--- src/aqi_pli_pkg.sv ---
// types, breakpoint table and constants for the air quality index block
package aqi_pli_pkg;

  localparam int unsigned ROW_COUNT = 18;
  localparam int unsigned ROW_W = $clog2(ROW_COUNT);
  localparam int unsigned CONC_W = 16;
  localparam int unsigned DIFF_W = 10;
  localparam int unsigned PRODUCT_BITS = 17;
  localparam int unsigned PROD_SHIFT = PRODUCT_BITS + DIFF_W;
  localparam int unsigned SLOPE_W = 7;
  localparam int unsigned ILO_W = 9;
  localparam int unsigned INDEX_W = 13;
  localparam int unsigned CAT_W = 3;

  localparam logic [1:0] POL_CO = 2'd0;
  localparam logic [1:0] POL_PM25 = 2'd1;
  localparam logic [1:0] POL_PM10 = 2'd2;

  localparam logic [CAT_W-1:0] CAT_GOOD = 3'd0;
  localparam logic [CAT_W-1:0] CAT_MODERATE = 3'd1;
  localparam logic [CAT_W-1:0] CAT_SENSITIVE = 3'd2;
  localparam logic [CAT_W-1:0] CAT_UNHEALTHY = 3'd3;
  localparam logic [CAT_W-1:0] CAT_VERY_UNHEALTHY = 3'd4;
  localparam logic [CAT_W-1:0] CAT_HAZARDOUS = 3'd5;

  localparam logic [1:0] ROW_POL [ROW_COUNT] = '{
    POL_CO, POL_CO, POL_CO, POL_CO, POL_CO, POL_CO,
    POL_PM25, POL_PM25, POL_PM25, POL_PM25, POL_PM25, POL_PM25,
    POL_PM10, POL_PM10, POL_PM10, POL_PM10, POL_PM10, POL_PM10
  };

  localparam logic [CONC_W-1:0] ROW_CLO [ROW_COUNT] = '{
    16'd0, 16'd45, 16'd95, 16'd125, 16'd155, 16'd305,
    16'd0, 16'd121, 16'd355, 16'd555, 16'd1505, 16'd2505,
    16'd0, 16'd550, 16'd1550, 16'd2550, 16'd3550, 16'd4250
  };

  localparam logic [CONC_W-1:0] ROW_CHI [ROW_COUNT] = '{
    16'd44, 16'd94, 16'd124, 16'd154, 16'd304, 16'd404,
    16'd120, 16'd354, 16'd554, 16'd1504, 16'd2504, 16'd3504,
    16'd540, 16'd1540, 16'd2540, 16'd3540, 16'd4240, 16'd5040
  };

  localparam logic [ILO_W-1:0] ROW_ILO [ROW_COUNT] = '{
    9'd0, 9'd51, 9'd101, 9'd151, 9'd201, 9'd301,
    9'd0, 9'd51, 9'd101, 9'd151, 9'd201, 9'd301,
    9'd0, 9'd51, 9'd101, 9'd151, 9'd201, 9'd301
  };

  localparam logic [ILO_W-1:0] ROW_IHI [ROW_COUNT] = '{
    9'd50, 9'd100, 9'd150, 9'd200, 9'd300, 9'd400,
    9'd50, 9'd100, 9'd150, 9'd200, 9'd300, 9'd400,
    9'd50, 9'd100, 9'd150, 9'd200, 9'd300, 9'd400
  };

  localparam logic [CAT_W-1:0] ROW_CAT [ROW_COUNT] = '{
    CAT_GOOD, CAT_MODERATE, CAT_SENSITIVE, CAT_UNHEALTHY, CAT_VERY_UNHEALTHY, CAT_HAZARDOUS,
    CAT_GOOD, CAT_MODERATE, CAT_SENSITIVE, CAT_UNHEALTHY, CAT_VERY_UNHEALTHY, CAT_HAZARDOUS,
    CAT_GOOD, CAT_MODERATE, CAT_SENSITIVE, CAT_UNHEALTHY, CAT_VERY_UNHEALTHY, CAT_HAZARDOUS
  };

  typedef struct packed {
    logic [1:0]        pollutant;
    logic [CONC_W-1:0] concentration_tenths;
  } sample_t;

  typedef struct packed {
    logic               found;
    logic [INDEX_W-1:0] index_sixteenths;
    logic [CAT_W-1:0]   category;
  } result_t;

  typedef struct packed {
    logic              found;
    logic [ROW_W-1:0]  row;
    logic [DIFF_W-1:0] diff;
  } match_t;

endpackage

--- src/aqi_pli_lookup.sv ---
// breakpoint row match and offset into the matched row
module aqi_pli_lookup
  import aqi_pli_pkg::*;
(
  input  sample_t sample,
  output match_t  match
);

  logic [ROW_COUNT-1:0] hit;
  logic [ROW_W-1:0]     row_or;
  logic [DIFF_W-1:0]    diff_or;
  logic [CONC_W-1:0]    offset;

  always_comb begin
    row_or = '0;
    diff_or = '0;
    offset = '0;
    for (int unsigned g = 0; g < ROW_COUNT; g++) begin
      hit[g] = (sample.pollutant == ROW_POL[g]) &&
               (sample.concentration_tenths >= ROW_CLO[g]) &&
               (sample.concentration_tenths <= ROW_CHI[g]);
      offset = sample.concentration_tenths - ROW_CLO[g];
      if (hit[g]) begin
        row_or = row_or | ROW_W'(g);
        diff_or = diff_or | offset[DIFF_W-1:0];
      end
    end
  end

  // rows of one pollutant never overlap, so at most one hit
  assign match.found = |hit;
  assign match.row = row_or;
  assign match.diff = diff_or;

endmodule

--- src/aqi_piecewise_linear_index_top.sv ---
// air quality index by breakpoint interpolation, four register stages
//
//   channel  | valid         | stall         | payload
//   ---------+---------------+---------------+------------------------
//   sample   | sample_valid  | sample_stall  | sample (sample_t)
//   result   | result_valid  | result_stall  | result (result_t)
//
// one item per cycle while result_stall does not hold the result
// stages: input register, row match, slope multiply, index sum
// rst clears the stage valid bits only
// a stall holds the result; earlier stages keep filling while they have room
module aqi_piecewise_linear_index_top
  import aqi_pli_pkg::*;
#(
  parameter int unsigned FRAC_BITS = 4
) (
  input  logic    clk,
  input  logic    rst,
  input  logic    sample_valid,
  output logic    sample_stall,
  input  sample_t sample,
  output logic    result_valid,
  input  logic    result_stall,
  output result_t result
);

  localparam int unsigned KM_W = PROD_SHIFT + FRAC_BITS + 4;
  localparam int unsigned P_W = DIFF_W + KM_W;
  localparam int unsigned Q_W = SLOPE_W + FRAC_BITS;
  localparam int unsigned SUM_W = (ILO_W + 1 + FRAC_BITS > INDEX_W) ?
                                  ILO_W + 1 + FRAC_BITS : INDEX_W;

  logic [KM_W-1:0] km_table [ROW_COUNT];

  for (genvar g = 0; g < ROW_COUNT; g++) begin : g_row
    localparam logic [63:0] SPAN = 64'(ROW_CHI[g]) - 64'(ROW_CLO[g]);
    localparam logic [63:0] RECIP = ((64'd1 << (PROD_SHIFT + FRAC_BITS)) + SPAN - 64'd1) / SPAN;
    localparam logic [63:0] KM = RECIP * (64'(ROW_IHI[g]) - 64'(ROW_ILO[g]));
    assign km_table[g] = KM[KM_W-1:0];
  end

  logic ready1, ready2, ready3, ready4;
  logic v1, v2, v3;

  sample_t            s1;
  match_t             m2;
  match_t             m2_next;
  logic               found3;
  logic [ILO_W-1:0]   ilo3;
  logic [CAT_W-1:0]   cat3;
  logic [Q_W-1:0]     q3;
  logic [P_W-1:0]     prod;
  logic [SUM_W-1:0]   sum;

  assign ready4 = !result_valid || !result_stall;
  assign ready3 = !v3 || ready4;
  assign ready2 = !v2 || ready3;
  assign ready1 = !v1 || ready2;
  assign sample_stall = !ready1;

  aqi_pli_lookup u_lookup (
    .sample (s1),
    .match  (m2_next)
  );

  assign prod = {{KM_W{1'b0}}, m2.diff} * {{DIFF_W{1'b0}}, km_table[m2.row]};
  assign sum = (SUM_W'(ilo3) << FRAC_BITS) + SUM_W'(q3);

  always_ff @(posedge clk) begin
    if (rst) begin
      v1 <= 1'b0;
      v2 <= 1'b0;
      v3 <= 1'b0;
      result_valid <= 1'b0;
    end else begin
      if (ready1) v1 <= sample_valid;
      if (ready2) v2 <= v1;
      if (ready3) v3 <= v2;
      if (ready4) result_valid <= v3;
    end
  end

  always_ff @(posedge clk) begin
    if (ready1) s1 <= sample;
    if (ready2) m2 <= m2_next;
    if (ready3) begin
      found3 <= m2.found;
      ilo3 <= ROW_ILO[m2.row];
      cat3 <= ROW_CAT[m2.row];
      q3 <= prod[PROD_SHIFT +: Q_W];
    end
    if (ready4) begin
      result.found <= found3;
      result.index_sixteenths <= found3 ? sum[INDEX_W-1:0] : '0;
      result.category <= found3 ? cat3 : CAT_GOOD;
    end
  end

endmodule

--- config.mk ---
export PLATFORM = sky130hd
export DESIGN_NAME = aqi_piecewise_linear_index_top
export DESIGN_NICKNAME = d
export VERILOG_FILES = /design/src/aqi_pli_pkg.sv /design/src/aqi_pli_lookup.sv /design/src/aqi_piecewise_linear_index_top.sv
export SDC_FILE = /design/constraint.sdc
export NUM_CORES = 1
export LEC_CHECK = 0
export ABC_AREA = 0
export BUFFER_PORTS_ARGS = -buffer_cell sky130_fd_sc_hd__buf_2
export CAP_MARGIN = 10
export CORE_MARGIN = 3
export CORE_UTILIZATION = 40
export CTS_BUF_LIST = sky130_fd_sc_hd__clkbuf_8
export CTS_CLUSTER_DIAMETER = 50
export CTS_CLUSTER_SIZE = 16
export DETAILED_ROUTE_END_ITERATION = 16
export PLACE_DENSITY = 0.57
export SLEW_MARGIN = 15
export SYNTH_ARGS = -nofsm -noshare
export SYNTH_HDL_FRONTEND = slang
export SYNTH_SLANG_ARGS = --single-unit
--- constraint.sdc ---
create_clock -name clk -period 21.3 [get_ports clk]
set_clock_uncertainty 0.2 [all_clocks]
set_input_delay 3.195 -clock clk [delete_from_list [all_inputs] [get_ports clk]]
set_output_delay 3.195 -clock clk [all_outputs]
set_load 0.02 [all_outputs]
[Word-level counts from Yosys, hierarchy flattened]
Memories as Yosys holds them, arrays and structs flattened. A register that Yosys moved wholly into a read port is not among the register bits.
Index checks and enable logic that the tools add are counted.
Word-level totals
  logic and storage cells: 176
  ROM bits: 1504
  output and inout bits: 19
  memories kept: 3
  memory bits (writable): 0
  latch bits: 0
  register bits: 67
  input port bits: 22
Cells by class
  $mul: 1
  eq/ne operators: 2
  shift operators: 0
  divide/modulo/power cells: 0
  bitwise gates (word level): 18
  multiplexer cells: 36
  magnitude comparators: 35
  reductions and logical operators: 49
  add/sub/neg operators: 16
Memories
  (name not given): depth 32, bits a word 35, rd ports 1, clocked after memory_dff 0, write ports 0, line aqi_piecewise_linear_index_top.sv:66  | assign prod = {{KM_W{1'b0}}, m2.diff} * {{DIFF_W{1'b0}}, km_table[m2.row]};
  (name not given): depth 32, bits a word 9, rd ports 1, clocked after memory_dff 1, write ports 0, line aqi_piecewise_linear_index_top.sv:88  | ilo3 <= ROW_ILO[m2.row];
  (name not given): depth 32, bits a word 3, rd ports 1, clocked after memory_dff 1, write ports 0, line aqi_piecewise_linear_index_top.sv:89  | cat3 <= ROW_CAT[m2.row];
Operators with widths (number)
  10-bit two-way mux: 18
  10-bit OR: 17
  35-bit two-way mux: 2
  16-bit by 12-bit <= comparator with 1-bit output (second input constant): 4
  10-bit by 9-bit subtractor with 10-bit output (second input constant): 6
  16-bit by 12-bit >= comparator with 1-bit output (second input constant): 3
  16-bit by 7-bit >= comparator with 1-bit output (second input constant): 3
  16-bit by 7-bit <= comparator with 1-bit output (second input constant): 3
  16-bit by 9-bit <= comparator with 1-bit output (second input constant): 3
  10-bit by 35-bit multiplier with 38-bit output: 1
  1-bit logical AND: 36
  16-bit by 10-bit >= comparator with 1-bit output (second input constant): 2
  16-bit by 11-bit >= comparator with 1-bit output (second input constant): 2
  16-bit by 9-bit >= comparator with 1-bit output (second input constant): 2
  16-bit by 10-bit <= comparator with 1-bit output (second input constant): 2
  16-bit by 11-bit <= comparator with 1-bit output (second input constant): 2
  16-bit by 13-bit <= comparator with 1-bit output (second input constant): 2
  4-bit two-way mux: 8
  10-bit subtractor (second input constant): 3
  10-bit by 7-bit subtractor with 10-bit output (second input constant): 3
  10-bit by 8-bit subtractor with 10-bit output (second input constant): 2
  18-bit OR reduction: 1
  16-bit by 1-bit >= comparator with 1-bit output (second input constant): 1
  16-bit by 13-bit >= comparator with 1-bit output (second input constant): 1
  18 further kinds: 30

[Logic depth before layout (Yosys ltp)]
Gate-level depths: netlist of the first run.
  depth in word-level cells: 38
  mapped depth: 27
  depth with buffers taken out: 25

[Cells and area by module]
A second synthesis of the first run with hierarchy kept.
Second synthesis, totals
  cell total of the unflattened synthesis: 1891
  area, all modules: 16029.1 um^2
By module, submodules not included
  aqi_piecewise_linear_index_top: times used 1, cells each 1296, sequential area each 2272.2 um^2, area an instance 12393.1 um^2
  aqi_pli_lookup: times used 1, cells each 595, sequential area each 0.0 um^2, area an instance 3636.0 um^2

[Least setup slack after synthesis of the first run]
No wires, ideal clock.
  kind: input -> output
  from: input port result_stall
  to: output port sample_stall
  buffers on the path: 0
  data arrival time: 4261 ps
  path slack: 13644 ps
  cell stages on the path: 3
  data required time: 17905 ps
  cell sequence: and3_1 nand3_1 inv_1
On the way
  longest elaborated chain between the ends: 6
RTL lines
  start: declaration: line aqi_piecewise_linear_index_top.sv:23  | input logic result_stall,
  1-bit logical NOT: line aqi_piecewise_linear_index_top.sv:55  | assign ready4 = !result_valid || !result_stall;
  1-bit logical OR: line aqi_piecewise_linear_index_top.sv:55
  1-bit logical OR: line aqi_piecewise_linear_index_top.sv:56  | assign ready3 = !v3 || ready4;
  1-bit logical OR: line aqi_piecewise_linear_index_top.sv:57  | assign ready2 = !v2 || ready3;
  1-bit logical OR: line aqi_piecewise_linear_index_top.sv:58  | assign ready1 = !v1 || ready2;
  1-bit logical NOT: line aqi_piecewise_linear_index_top.sv:59  | assign sample_stall = !ready1;
  end: declaration: line aqi_piecewise_linear_index_top.sv:20  | output logic sample_stall,
No other way between the ends.

[Worst setup path in the final report of the first run]
  from: register m2[11] (netlist name)
  to: register q3[2] (data pin)
On the way
  longest elaborated chain between the ends: 5
RTL lines
  start: declaration: line aqi_piecewise_linear_index_top.sv:46  | match_t m2;
  start signal: assignment: line aqi_piecewise_linear_index_top.sv:85  | if (ready2) m2 <= m2_next;
  5-bit inverter with 6-bit output (implied by the code): line aqi_piecewise_linear_index_top.sv:66
  memory 32 x 35 bit
  35-bit two-way mux (implied by the code) (2 in a row): line aqi_piecewise_linear_index_top.sv:66
  10-bit by 35-bit multiplier with 38-bit output: line aqi_piecewise_linear_index_top.sv:66
  net prod[29]: line aqi_piecewise_linear_index_top.sv:52  | logic [P_W-1:0] prod;
  end signal: assignment: line aqi_piecewise_linear_index_top.sv:90  | q3 <= prod[PROD_SHIFT +: Q_W];
  end: declaration: line aqi_piecewise_linear_index_top.sv:51  | logic [Q_W-1:0] q3;
The timed path passes the listed nets, and every way through them passes these cells. The select of a mux whose other input is x is not followed.
A chain may end at the register's enable or synchronous reset.

==> summary.txt, run 1 <==
Logic synthesis
  • Count leader, synth: nand2_1
  • Mean post-synth cell area: 8.64 um^2
  • Cell variety after synth: 93
  • Post-synth top area cell: fa_1
  • Top cells by count, synth: 265 x nand2_1, 233 x fa_1, 186 x inv_1
  • Top_reg_cell synth: edfxtp_1
  • Yosys top cell area share: 30.8%
  • Syn Inst Count: 1,755
  • Synthesized area: 0.0152 mm^2
  • Top cells by area, synth: fa_1 31%, edfxtp_1 14%, ha_1 6.8%, nand2_1 6.6%, and2_1 6.2%
  • Synth warn: 0
  • Post-synthesis async set-or-reset flop share: 0%
  • Number of synthesized flops with an enable pin: 73
  • Net Count, Synth: 2,092
  • Synthesis-stage register bit count: 77
  • Seq/Total Area, Yosys: 15.0%

Clock network
  • Maximum clock insertion buffer count: 2
  • Htree depth: 3
  • Post-CTS Setup Repair Bufs: 0
  • Clock sink count: 77
  • Clk pin slew, worst setup/hold paths: 0.09 ns
  • Worst skew pair latency: 0.37 ns
  • CTS tree: built
  • Clk root buf: clkbuf_8
  • Post_cts resized: 0
  • Hold_buf cts: 0
  • CTS Buf Count: 9

Min path
  • Hold WC Path Type: flip-flop to flip-flop

Finish
  • Final net count: 2,078
  • Multi-input logic area: 0.0118 mm^2
  • ANT cells: 0
  • Register area: 0.00227 mm^2
  • Filler Cell Count: 3,754
  • Layout area overhead: 5.97%
  • Layout cells sized above 1: 7.27%
  • Fin util: 43.5%

Pwr
  • PwrDens: 123 mW/mm^2
  • P_leak: 7.30 nW
  • Worst VDD drop: 0.0753 mV

Critical path
  • Reg-to-reg slack, setup: 13.10 ns
  • CP Launch Type: flip-flop
  • Data required, critical path: 21.25 ns
  • Setup CP Type: flip-flop to flip-flop
  • Crit path arrival time: 8.16 ns
  • Worst-path fanout max: 12
  • Element type at the critical path end: flip-flop

Floorplan
  • Site row count: 70
  • I/O pins: 41
  • Core area: 0.0370 mm^2
  • Die area: 0.0403 mm^2
  • Starting density of the core: 41.0%
  • Die extent in y: 201 um
  • Die X: 201 um

Routing
  • Vias per cell: 5.81
  • Post-DRT Antenna Nets: 0
  • WL per Instance: 21.1 um
  • Drt drc: 0
  • Via count: 13,100
  • DRT Wirelength: 47,500 um
  • 1st-iter DRT viols: 1,246
  • Drt pass-1 iters: 6

Run
  • Max Cap Viol: 0

Global route
  • Initial antenna violation count: 1
  • Gr usage total: 23.9%
  • Pin count of the biggest net entering global routing: 49
  • First-pass GRT wire length: 77,000 um
  • Via count of the first global-routing pass: 13,800
  • Total global routing overflow: 0

Place
  • Placer congestion estimate: 0.954
  • I/O Buffers: 40
  • Final HPWL DP: 34,800 um

STA
  • Peak Freq: 122 MHz
  • RSZ-0062 raised after global routing: false
  • Least-Margin Pin Slew: 1.21 ns
  • Fin crit period: 8.20 ns
  • Slew headroom: 19.4%
  • Max-slew violations: 0
  • Fin. Hold Viols: 0
  • # setup viols final: 0
  • Period utilization: 38.5%
  • Fin Setup TNS: 0 ns

Outcome
  • Outcome: complete, no violations
[layout by cell type, fill, tap and decap left out, types with 11 or more instances in the layout]
cell type / count
nand2_1: 265
fa_1: 233
inv_1: 186
and2_1: 151
nor2_1: 97
a21oi_1: 95
ha_1: 82
edfxtp_1: 73
o21ai_0: 63
buf_2: 40
nand3_1: 37
buf_4: 36
nor3_1: 28
xnor2_1: 27
nand2b_1: 25
nor2b_1: 19
and3_1: 18
o21ai_1: 12
o22ai_1: 12
nand4_1: 12
a31oi_1: 11
[sequential cells by signal, indices dropped and copies added, names as in the netlist]
register / count
v3: 1
q3: 11
ilo3: 7
v1: 1
result_valid: 1
found3: 1
result: 17
v2: 1
m2: 16
s1: 18
cat3: 3
[where the power goes]
group          switching, mW  total [mW]  internal (mW)
Combinational          0.922        1.64          0.716
Sequential            0.0137       0.236          0.222
Clock                 0.0567       0.110         0.0532
Total                  0.993        1.98          0.991
[final timing paths]
check            to   start  cells after the start
max           q3[2]  m2[11]                     25
min          found3  m2[15]                      0
max reg2reg   q3[2]  m2[11]                     25
min reg2reg  found3  m2[15]                      0
[routing by layer]
layer | GRT usage, % | share of wire (%)
met5 | 0 | 0.046
met4 | 7.65 | 3.2
met3 | 3.97 | 7.6
met2 | 40.5 | 48
met1 | 31.2 | 41
[stage by stage]
stage                     cells  hold WS (ns)  power (mW)  area (um^2)  worst slack, ns
after detailed placement   2234         0.235        1.88        15900            13.25
final                      2250         0.237        1.98        16100            13.10
after global routing       2250         0.268        2.25        16100            12.63
after floorplan            1755         0.200        1.49        15200            13.64
after CTS                  2250         0.246        2.01        16100            13.21
after global placement     2234         0.203        1.85        15900            13.36
[layout make-up]
type                       count  share of cell area [%]
clock buffer                   9                   0.771
clock inverter                 7                   0.413
multi-input combinational   1388                    73.4
tap                          504                    3.92
timing repair buffer          76                    2.93
sequential                    77                    14.1
inverter                     189                    4.42
[kinds of logic after synthesis]
family | after synthesis | share of synthesized area, %
AOI/OAI and AO/OA | 336 | 14.8
xor gates and xnor gates | 32 | 1.85
adders and majority gates | 315 | 37.5
buffers and inverters | 290 | 7.43
DFF | 77 | 15.0
muxes | 6 | 0.413
and+or+nand+nor | 699 | 23.0
[worst max-delay path, cell delays in order (launching register included)]
cell and delay (ns):
edfxtp_1 0.54, inv_1 0.24, ha_1 0.46, nand2b_1 0.26, nand2_1 0.07, a21o_1 0.32, nor2_1 0.54, nand2_1 0.15
fa_1 0.52, inv_1 0.06, fa_1 0.52, inv_1 0.05, fa_1 0.52, inv_1 0.05, fa_1 0.51, fa_1 0.50
ha_1 0.31, o2111ai_1 0.20, a21oi_1 0.06, o21ai_0 0.30, a211oi_1 0.18, o31a_1 0.28, o21a_1 0.19, o31ai_1 0.34
or4b_1 0.47, o311ai_0 0.13
No activity file was read; power rests on OpenSTA's default activity.
==> run 2: changes to the inputs <==
Clock period 21.3 ns to 8.45 ns, I/O delays scaled along.
==> summary.txt, run 2 (synthesized netlist as in run 1, its figures left out) <==
Clock network
  • Clk pin slew, worst setup/hold paths: 0.10 ns (was 0.09 ns)
  • Hold_buf cts: 0 (unchanged)
  • Maximum clock insertion buffer count: 2 (unchanged)
  • CTS tree: built (unchanged)
  • Clock sink count: 77 (unchanged)
  • Clk root buf: clkbuf_8 (unchanged)
  • Worst skew pair latency: 0.40 ns (was 0.37 ns)
  • Post-CTS Setup Repair Bufs: 0 (unchanged)
  • Htree depth: 3 (unchanged)
  • CTS Buf Count: 9 (unchanged)

Routing
  • Post-DRT Antenna Nets: 0 (unchanged)
  • Drt drc: 0 (unchanged)
  • Vias per cell: 5.83 (was 5.81)
  • 1st-iter DRT viols: 1,243 (was 1,246)
  • Via count: 13,200 (was 13,100)
  • Drt pass-1 iters: 6 (unchanged)
  • DRT Wirelength: 47,100 um (was 47,500 um)
  • WL per Instance: 20.8 um (was 21.1 um)

Place
  • Placer congestion estimate: 0.949 (was 0.954)
  • Worst slack at placement: 0.565 ns (was 13.25 ns)
  • Final HPWL DP: 35,500 um (was 34,800 um)
  • I/O Buffers: 40 (unchanged)
  • Post-DP Area: 0.0160 mm^2 (was 0.0159 mm^2)

Finish
  • Layout area overhead: 6.75% (was 5.97%)
  • Filler Cell Count: 3,688 (was 3,754)
  • Max FFs per register: 18 (unchanged)
  • Final net count: 2,090 (was 2,078)
  • Most frequent cells in the layout: 265 x nand2_1, 233 x fa_1, 186 x inv_1 (unchanged)
  • Top flop regs: s1 x18, result x17, m2 x16 (unchanged)
  • Final instance area: 0.0162 mm^2 (was 0.0161 mm^2)
  • ANT cells: 0 (unchanged)
  • Layout cells sized above 1: 7.91% (was 7.27%)
  • Largest Register: s1 (unchanged)
  • Commonest non-fill, non-tap cell in the layout: nand2_1 (unchanged)

STA
  • RSZ-0062 raised after global routing: false (unchanged)
  • Final setup margin: 0.682 ns (was 13.10 ns)
  • Fin crit period: 7.77 ns (was 8.20 ns)
  • Period utilization: 91.9% (was 38.5%)
  • Slew headroom: 17.6% (was 19.4%)
  • Fin. Hold Viols: 0 (unchanged)
  • Max-slew violations: 0 (unchanged)
  • Least-Margin Pin Slew: 1.23 ns (was 1.21 ns)
  • # setup viols final: 0 (unchanged)
  • Peak Freq: 129 MHz (was 122 MHz)
  • Fin Setup TNS: 0 ns (unchanged)

Floorplan
  • I/O pins: 41 (unchanged)
  • Starting density of the core: 41.0% (unchanged)
  • Die area: 0.0403 mm^2 (unchanged)
  • Die X: 201 um (unchanged)
  • Core area: 0.0370 mm^2 (unchanged)
  • Site row count: 70 (unchanged)
  • Die extent in y: 201 um (unchanged)

Critical path
  • CP Launch Type: flip-flop (unchanged)
  • WP buf/inv: 4 (unchanged)
  • Slowest stage cell, crit path: edfxtp_1 (unchanged)
  • Data required, critical path: 8.44 ns (was 21.25 ns)
  • Setup CP Type: flip-flop to flip-flop (unchanged)
  • Worst-path fanout max: 12 (unchanged)
  • Top cell family by delay on the critical path: adder cells (unchanged)
  • CP most frequent cell: fa_1 (unchanged)
  • Element type at the critical path end: flip-flop (unchanged)
  • Crit path largest cell delay: 0.53 ns (was 0.54 ns)
  • Crit path arrival time: 7.76 ns (was 8.16 ns)

Outcome
  • Outcome: complete, no violations (unchanged)

Pwr
  • PwrDens: 312 mW/mm^2 (was 123 mW/mm^2)
  • Worst VDD drop: 0.273 mV (was 0.0753 mV)
  • P_leak: 7.38 nW (was 7.30 nW)
  • Power, Total: 5.05 mW (was 1.98 mW)

Global route
  • Pin count of the biggest net entering global routing: 49 (unchanged)
  • Initial antenna violation count: 1 (unchanged)
  • First-pass GRT wire length: 76,800 um (was 77,000 um)
  • Gr usage total: 23.8% (was 23.9%)
  • Total global routing overflow: 0 (unchanged)
  • Via count of the first global-routing pass: 13,700 (was 13,800)

Min path
  • Hold WC Path Type: flip-flop to flip-flop (unchanged)

Run
  • Max Cap Viol: 0 (unchanged)
[run 2: changes by cell type in the layout (fill, tap and decap cells not counted), moves of 2 or more]
cell,change
a211oi_2,-2
a211oi_1,+2
buf_4,+12
clkinv_1,-2
inv_6,+2
[run 2: what timing repair did]
item | in CTS | in global routing
endpoints found under the setup margin | 0 | 1
gates resized for setup | 0 | 1
hold endpoints to repair | 0 | 0
[run 2: power breakdown]
group,switching [mW],leakage (nW),internal [mW],total [mW]
clock,0.170,0.112,0.171,0.342
sequential,0.0582,0.859,0.560,0.618
combinational,2.29,6.41,1.81,4.09
total,2.51,7.38,2.54,5.05
[run 2: layer usage]
layer | share of wire, % | global-route usage, % | vias to the layer above
met2 | 47 | 38.6 | 606
met3 | 7.3 | 3.83 | 143
met5 | 0.028 | 0 | -
met4 | 4.9 | 10.1 | 2
met1 | 41 | 31.7 | 6567
li1 | - | - | 5863
[run 2: worst reg2reg max path, cell delays in order (launching register included)]
cell	delay (ns)
edfxtp_1	0.53
inv_1	0.23
ha_1	0.44
nand2b_1	0.26
nand2_1	0.07
a21o_1	0.32
nor2_2	0.37
nand2_1	0.13
fa_1	0.53
inv_1	0.05
fa_1	0.52
inv_1	0.05
fa_1	0.53
inv_1	0.05
fa_1	0.51
fa_1	0.50
ha_1	0.31
o2111ai_1	0.24
a21oi_1	0.07
o21ai_0	0.22
a211oi_1	0.15
o31a_1	0.28
o21a_1	0.18
o31ai_1	0.28
or4b_1	0.45
o311ai_0	0.11
[run 2: layout make-up]
class | instances | area [um^2] | area share [%]
well taps | 504 | 631 | 3.90
repair buffers | 88 | 561 | 3.46
multi-input cells | 1388 | 11800 | 72.8
clock buffers | 9 | 124 | 0.765
clock inverters | 7 | 105 | 0.649
flip-flops and latches | 77 | 2270 | 14.0
inverters | 189 | 709 | 4.38
[run 2: per-stage QoR]
stage	util (%)	hold slack, ns	instances
global placement	43.2	0.240	2246
floorplan	-	0.200	1755
global route	43.8	0.284	2262
finish	43.8	0.264	2262
CTS	43.8	0.270	2262
detailed placement	43.2	0.246	2246
[run 2: worst paths after layout]
| check | from | to | slack (ns) | cells after the start |
|---|---|---|---|---|
| setup reg to reg | m2[11] | q3[2] | 0.68 | 25 |
| hold reg to reg | v3 | result_valid | 0.26 | 2 |
| setup / recovery | m2[11] | q3[2] | 0.68 | 25 |
| hold / removal | v3 | result_valid | 0.26 | 2 |
==> run 3: changes to the inputs <==
--- a/config.mk
+++ b/config.mk
@@ -7,3 +7,3 @@
 export LEC_CHECK = 0
-export ABC_AREA = 0
+export ABC_AREA = 1
 export BUFFER_PORTS_ARGS = -buffer_cell sky130_fd_sc_hd__buf_2
==> constraint.sdc (replaced) <==
create_clock -name clk -period 8.45 [get_ports clk]
set_clock_uncertainty 0.2 [all_clocks]
set_input_delay 0.845 -clock clk [delete_from_list [all_inputs] [get_ports clk]]
set_output_delay 0.845 -clock clk [all_outputs]
set_load 0.02 [all_outputs]
==> summary.txt, run 3 <==
Clock network
  • Clk pin slew, worst setup/hold paths: 0.10 ns (about the same)
  • Worst skew pair latency: 0.40 ns (about the same)
  • CTS tree: built (unchanged)
  • Clock sink count: 77 (unchanged)
  • Post-CTS Setup Repair Bufs: 0 (unchanged)
  • CTS Buf Count: 9 (unchanged)
  • Maximum clock insertion buffer count: 2 (unchanged)
  • Htree depth: 3 (unchanged)
  • Post_cts resized: 0 (unchanged)
  • Hold_buf cts: 0 (unchanged)
  • Clk root buf: clkbuf_8 (unchanged)

Finish
  • ANT cells: 0 (unchanged)
  • Largest Register: s1 (unchanged)
  • Most frequent cells in the layout: 595 x nand2_1, 346 x inv_1, 311 x nor2_1 (was 265 x nand2_1, 233 x fa_1, 186 x inv_1)
  • Top flop regs: s1 x18, result x17, m2 x16 (unchanged)
  • Commonest non-fill, non-tap cell in the layout: nand2_1 (unchanged)
  • Final Instance Count excl. Fillers: 2,791 (was 2,262)
  • Final net count: 2,598 (was 2,090)
  • Layout area overhead: 6.13% (was 6.75%)
  • Layout cells sized above 1: 7.41% (was 7.91%)
  • Max FFs per register: 18 (unchanged)

STA
  • Slew headroom: 26.7% (was 17.6%)
  • RSZ-0062 raised after global routing: false (unchanged)
  • Hold_ws: 0.253 ns (was 0.264 ns)
  • Fin crit period: 7.65 ns (was 7.77 ns)
  • # setup viols final: 0 (unchanged)
  • Least-Margin Pin Slew: 1.10 ns (was 1.23 ns)
  • Fin Setup TNS: 0 ns (unchanged)
  • Fin. Hold Viols: 0 (unchanged)
  • Peak Freq: 131 MHz (was 129 MHz)
  • Period utilization: 90.6% (was 91.9%)
  • Max-slew violations: 0 (unchanged)

Critical path
  • Crit path arrival time: 7.58 ns (was 7.76 ns)
  • Reg-to-reg slack, setup: 0.80 ns (was 0.68 ns)
  • R2R depth: 25 (unchanged)
  • Data required, critical path: 8.38 ns (was 8.44 ns)
  • CP endpoint: q3[0] (was q3[2])
  • Element type at the critical path end: flip-flop (unchanged)
  • Crit path largest cell delay: 0.54 ns (was 0.53 ns)
  • Slowest stage cell, crit path: fa_1 (was edfxtp_1)
  • Setup CP Type: flip-flop to flip-flop (unchanged)
  • Worst-path fanout max: 8 (was 12)
  • CP startpoint: m2[10] (was m2[11])
  • CP Launch Type: flip-flop (unchanged)
  • Reg2reg start: m2[10] (was m2[11])
  • CP most frequent cell: nand2_1 (was fa_1)
  • Worst R2R End: q3[0] (was q3[2])

Floorplan
  • Site row count: 73 (was 70)
  • I/O pins: 41 (unchanged)
  • Starting density of the core: 40.7% (was 41.0%)
  • Die area: 0.0432 mm^2 (was 0.0403 mm^2)
  • Die extent in y: 208 um (was 201 um)
  • Core area: 0.0400 mm^2 (was 0.0370 mm^2)
  • Die X: 208 um (was 201 um)

Logic synthesis
  • Top cells by count, synth: 595 x nand2_1, 346 x inv_1, 311 x nor2_1 (was 265 x nand2_1, 233 x fa_1, 186 x inv_1)
  • Cell variety after synth: 50 (was 93)
  • Largest family of logic cells by synthesized area: adder cells (unchanged)
  • Top_reg_cell synth: edfxtp_1 (unchanged)
  • Synth warn: 0 (unchanged)
  • Yosys top cell area share: 28.6% (was 30.8%)
  • Syn Inst Count: 2,244 (was 1,755)
  • Count leader, synth: nand2_1 (unchanged)
  • Synthesis-stage register bit count: 77 (unchanged)
  • Mean post-synth cell area: 7.26 um^2 (was 8.64 um^2)
  • Compound-cell area share of the yosys netlist: 6.76% (was 14.8%)
  • Seq/Total Area, Yosys: 14.0% (was 15.0%)
  • Net Count, Synth: 2,581 (was 2,092)
  • Post-synthesis async set-or-reset flop share: 0% (unchanged)
  • Post-synth top area cell: fa_1 (unchanged)
  • Number of synthesized flops with an enable pin: 73 (unchanged)
  • Post-Synth Adder-Cell Area: 34.9% (was 37.5%)
  • Post-synthesis xor/xnor area fraction: 3.60% (was 1.85%)
  • Mux contribution to synthesized area: 0% (was 0.413%)
  • Synth Area in Simple Gates: 30.3% (was 23.0%)
  • Top cells by area, synth: fa_1 29%, nand2_1 14%, edfxtp_1 13%, inv_1 8.0%, nor2_1 7.2% (was fa_1 31%, edfxtp_1 14%, ha_1 6.8%, nand2_1 6.6%, and2_1 6.2%)
  • Synthesized area: 0.0163 mm^2 (was 0.0152 mm^2)

Routing
  • Vias per cell: 5.52 (was 5.83)
  • WL per Instance: 22.2 um (was 20.8 um)
  • Drt drc: 0 (unchanged)
  • DRT Wirelength: 62,000 um (was 47,100 um)
  • Drt pass-1 iters: 6 (unchanged)
  • 1st-iter DRT viols: 1,585 (was 1,243)
  • Via count: 15,400 (was 13,200)
  • Post-DRT Antenna Nets: 0 (unchanged)

Outcome
  • Outcome: complete, no violations (unchanged)

Global route
  • Pin count of the biggest net entering global routing: 31 (was 49)
  • Gr usage total: 28.8% (was 23.8%)
  • Initial antenna violation count: 0 (was 1)
  • Via count of the first global-routing pass: 15,700 (was 13,700)
  • Total global routing overflow: 0 (unchanged)
  • First-pass GRT wire length: 95,900 um (was 76,800 um)

Place
  • I/O Buffers: 40 (unchanged)
  • Placed insts: 2,775 (was 2,246)
  • Placer congestion estimate: 1.02 (was 0.949)
  • Final HPWL DP: 51,400 um (was 35,500 um)

Pwr
  • PwrDens: 119 mW/mm^2 (was 312 mW/mm^2)
  • P_leak: 9.02 nW (was 7.38 nW)
  • Worst VDD drop: 0.0745 mV (was 0.273 mV)

Min path
  • Hold WC Path Type: flip-flop to flip-flop (unchanged)

Run
  • Max Cap Viol: 0 (unchanged)
## run 3: cell types whose count changed after synthesis, moves of 37 or more
cell,before,now
nand2_1,265,595
nand3_1,37,107
nand4_1,12,49
xor2_1,5,64
nor2_1,97,311
and2_1,151,0
inv_1,186,346
## run 3: per-stage QoR
step | total power [mW] | setup WS [ns] | util, % | cell area (um^2)
5_1_grt | 2.24 | 0.417 | 43.2 | 17300
3_5_place_dp | 1.73 | 0.823 | 42.7 | 17100
6_report | 2.06 | 0.795 | 43.2 | 17300
2_1_floorplan | 1.35 | 2.18 | - | 16300
4_1_cts | 2.07 | 0.806 | 43.2 | 17300
3_3_place_gp | 1.73 | 1.02 | 42.7 | 17100
## run 3: power by group
| group | leakage, nW | internal (mW) | total, mW | switching, mW |
|---|---|---|---|---|
| sequential | 0.881 | 0.466 | 0.522 | 0.0552 |
| clock | 0.102 | 0.144 | 0.325 | 0.181 |
| combinational | 8.04 | 0.412 | 1.21 | 0.797 |
| total | 9.02 | 1.02 | 2.06 | 1.03 |
## run 3: worst max-delay path: cells and delay by family (launching register included)
kind                       cells  cell delay (ns)
buffers and inverters          5             0.67
and+or+nand+nor               12             2.24
adders and majority gates      7             3.30
xor gates and xnor gates       1             0.46
DFF                            1             0.51
## run 3: cells by family (layout without fill, tap and decap cells)
family / after synthesis / after routing
fa+ha+maj: 315 / 315
simple gates: 1154 / 1154
compound gates: 200 / 200
xor+xnor: 67 / 67
buf+inv: 431 / 453
flops: 77 / 77
## run 3: area by class of cell
cell class	count	area, um^2
clock buffer	9	124
clock inverter	7	87.6
fill	4174	22700
inverter	367	1380
multi-input combinational	1736	12300
sequential	77	2270
tap	525	657
timing repair buffer	70	425
## run 3: how the worst min path moves through the flow
stage	from	to	cells past startpoint
finish	m2[15]	found3	0
global placement	m2[15]	found3	0
global route	m2[15]	found3	0
floorplan	m2[15]	found3	0
CTS	m2[15]	found3	0
detailed placement	m2[15]	found3	0
## run 3: routing by layer
layer | vias to the layer above | routed length, um | GRT usage, %
li1 | 7039 | - | -
met1 | 7517 | 26200 | 39.6
met2 | 731 | 28900 | 47.7
met3 | 128 | 4610 | 3.67
met4 | 0 | 2270 | 9.14
met5 | - | 0 | 0
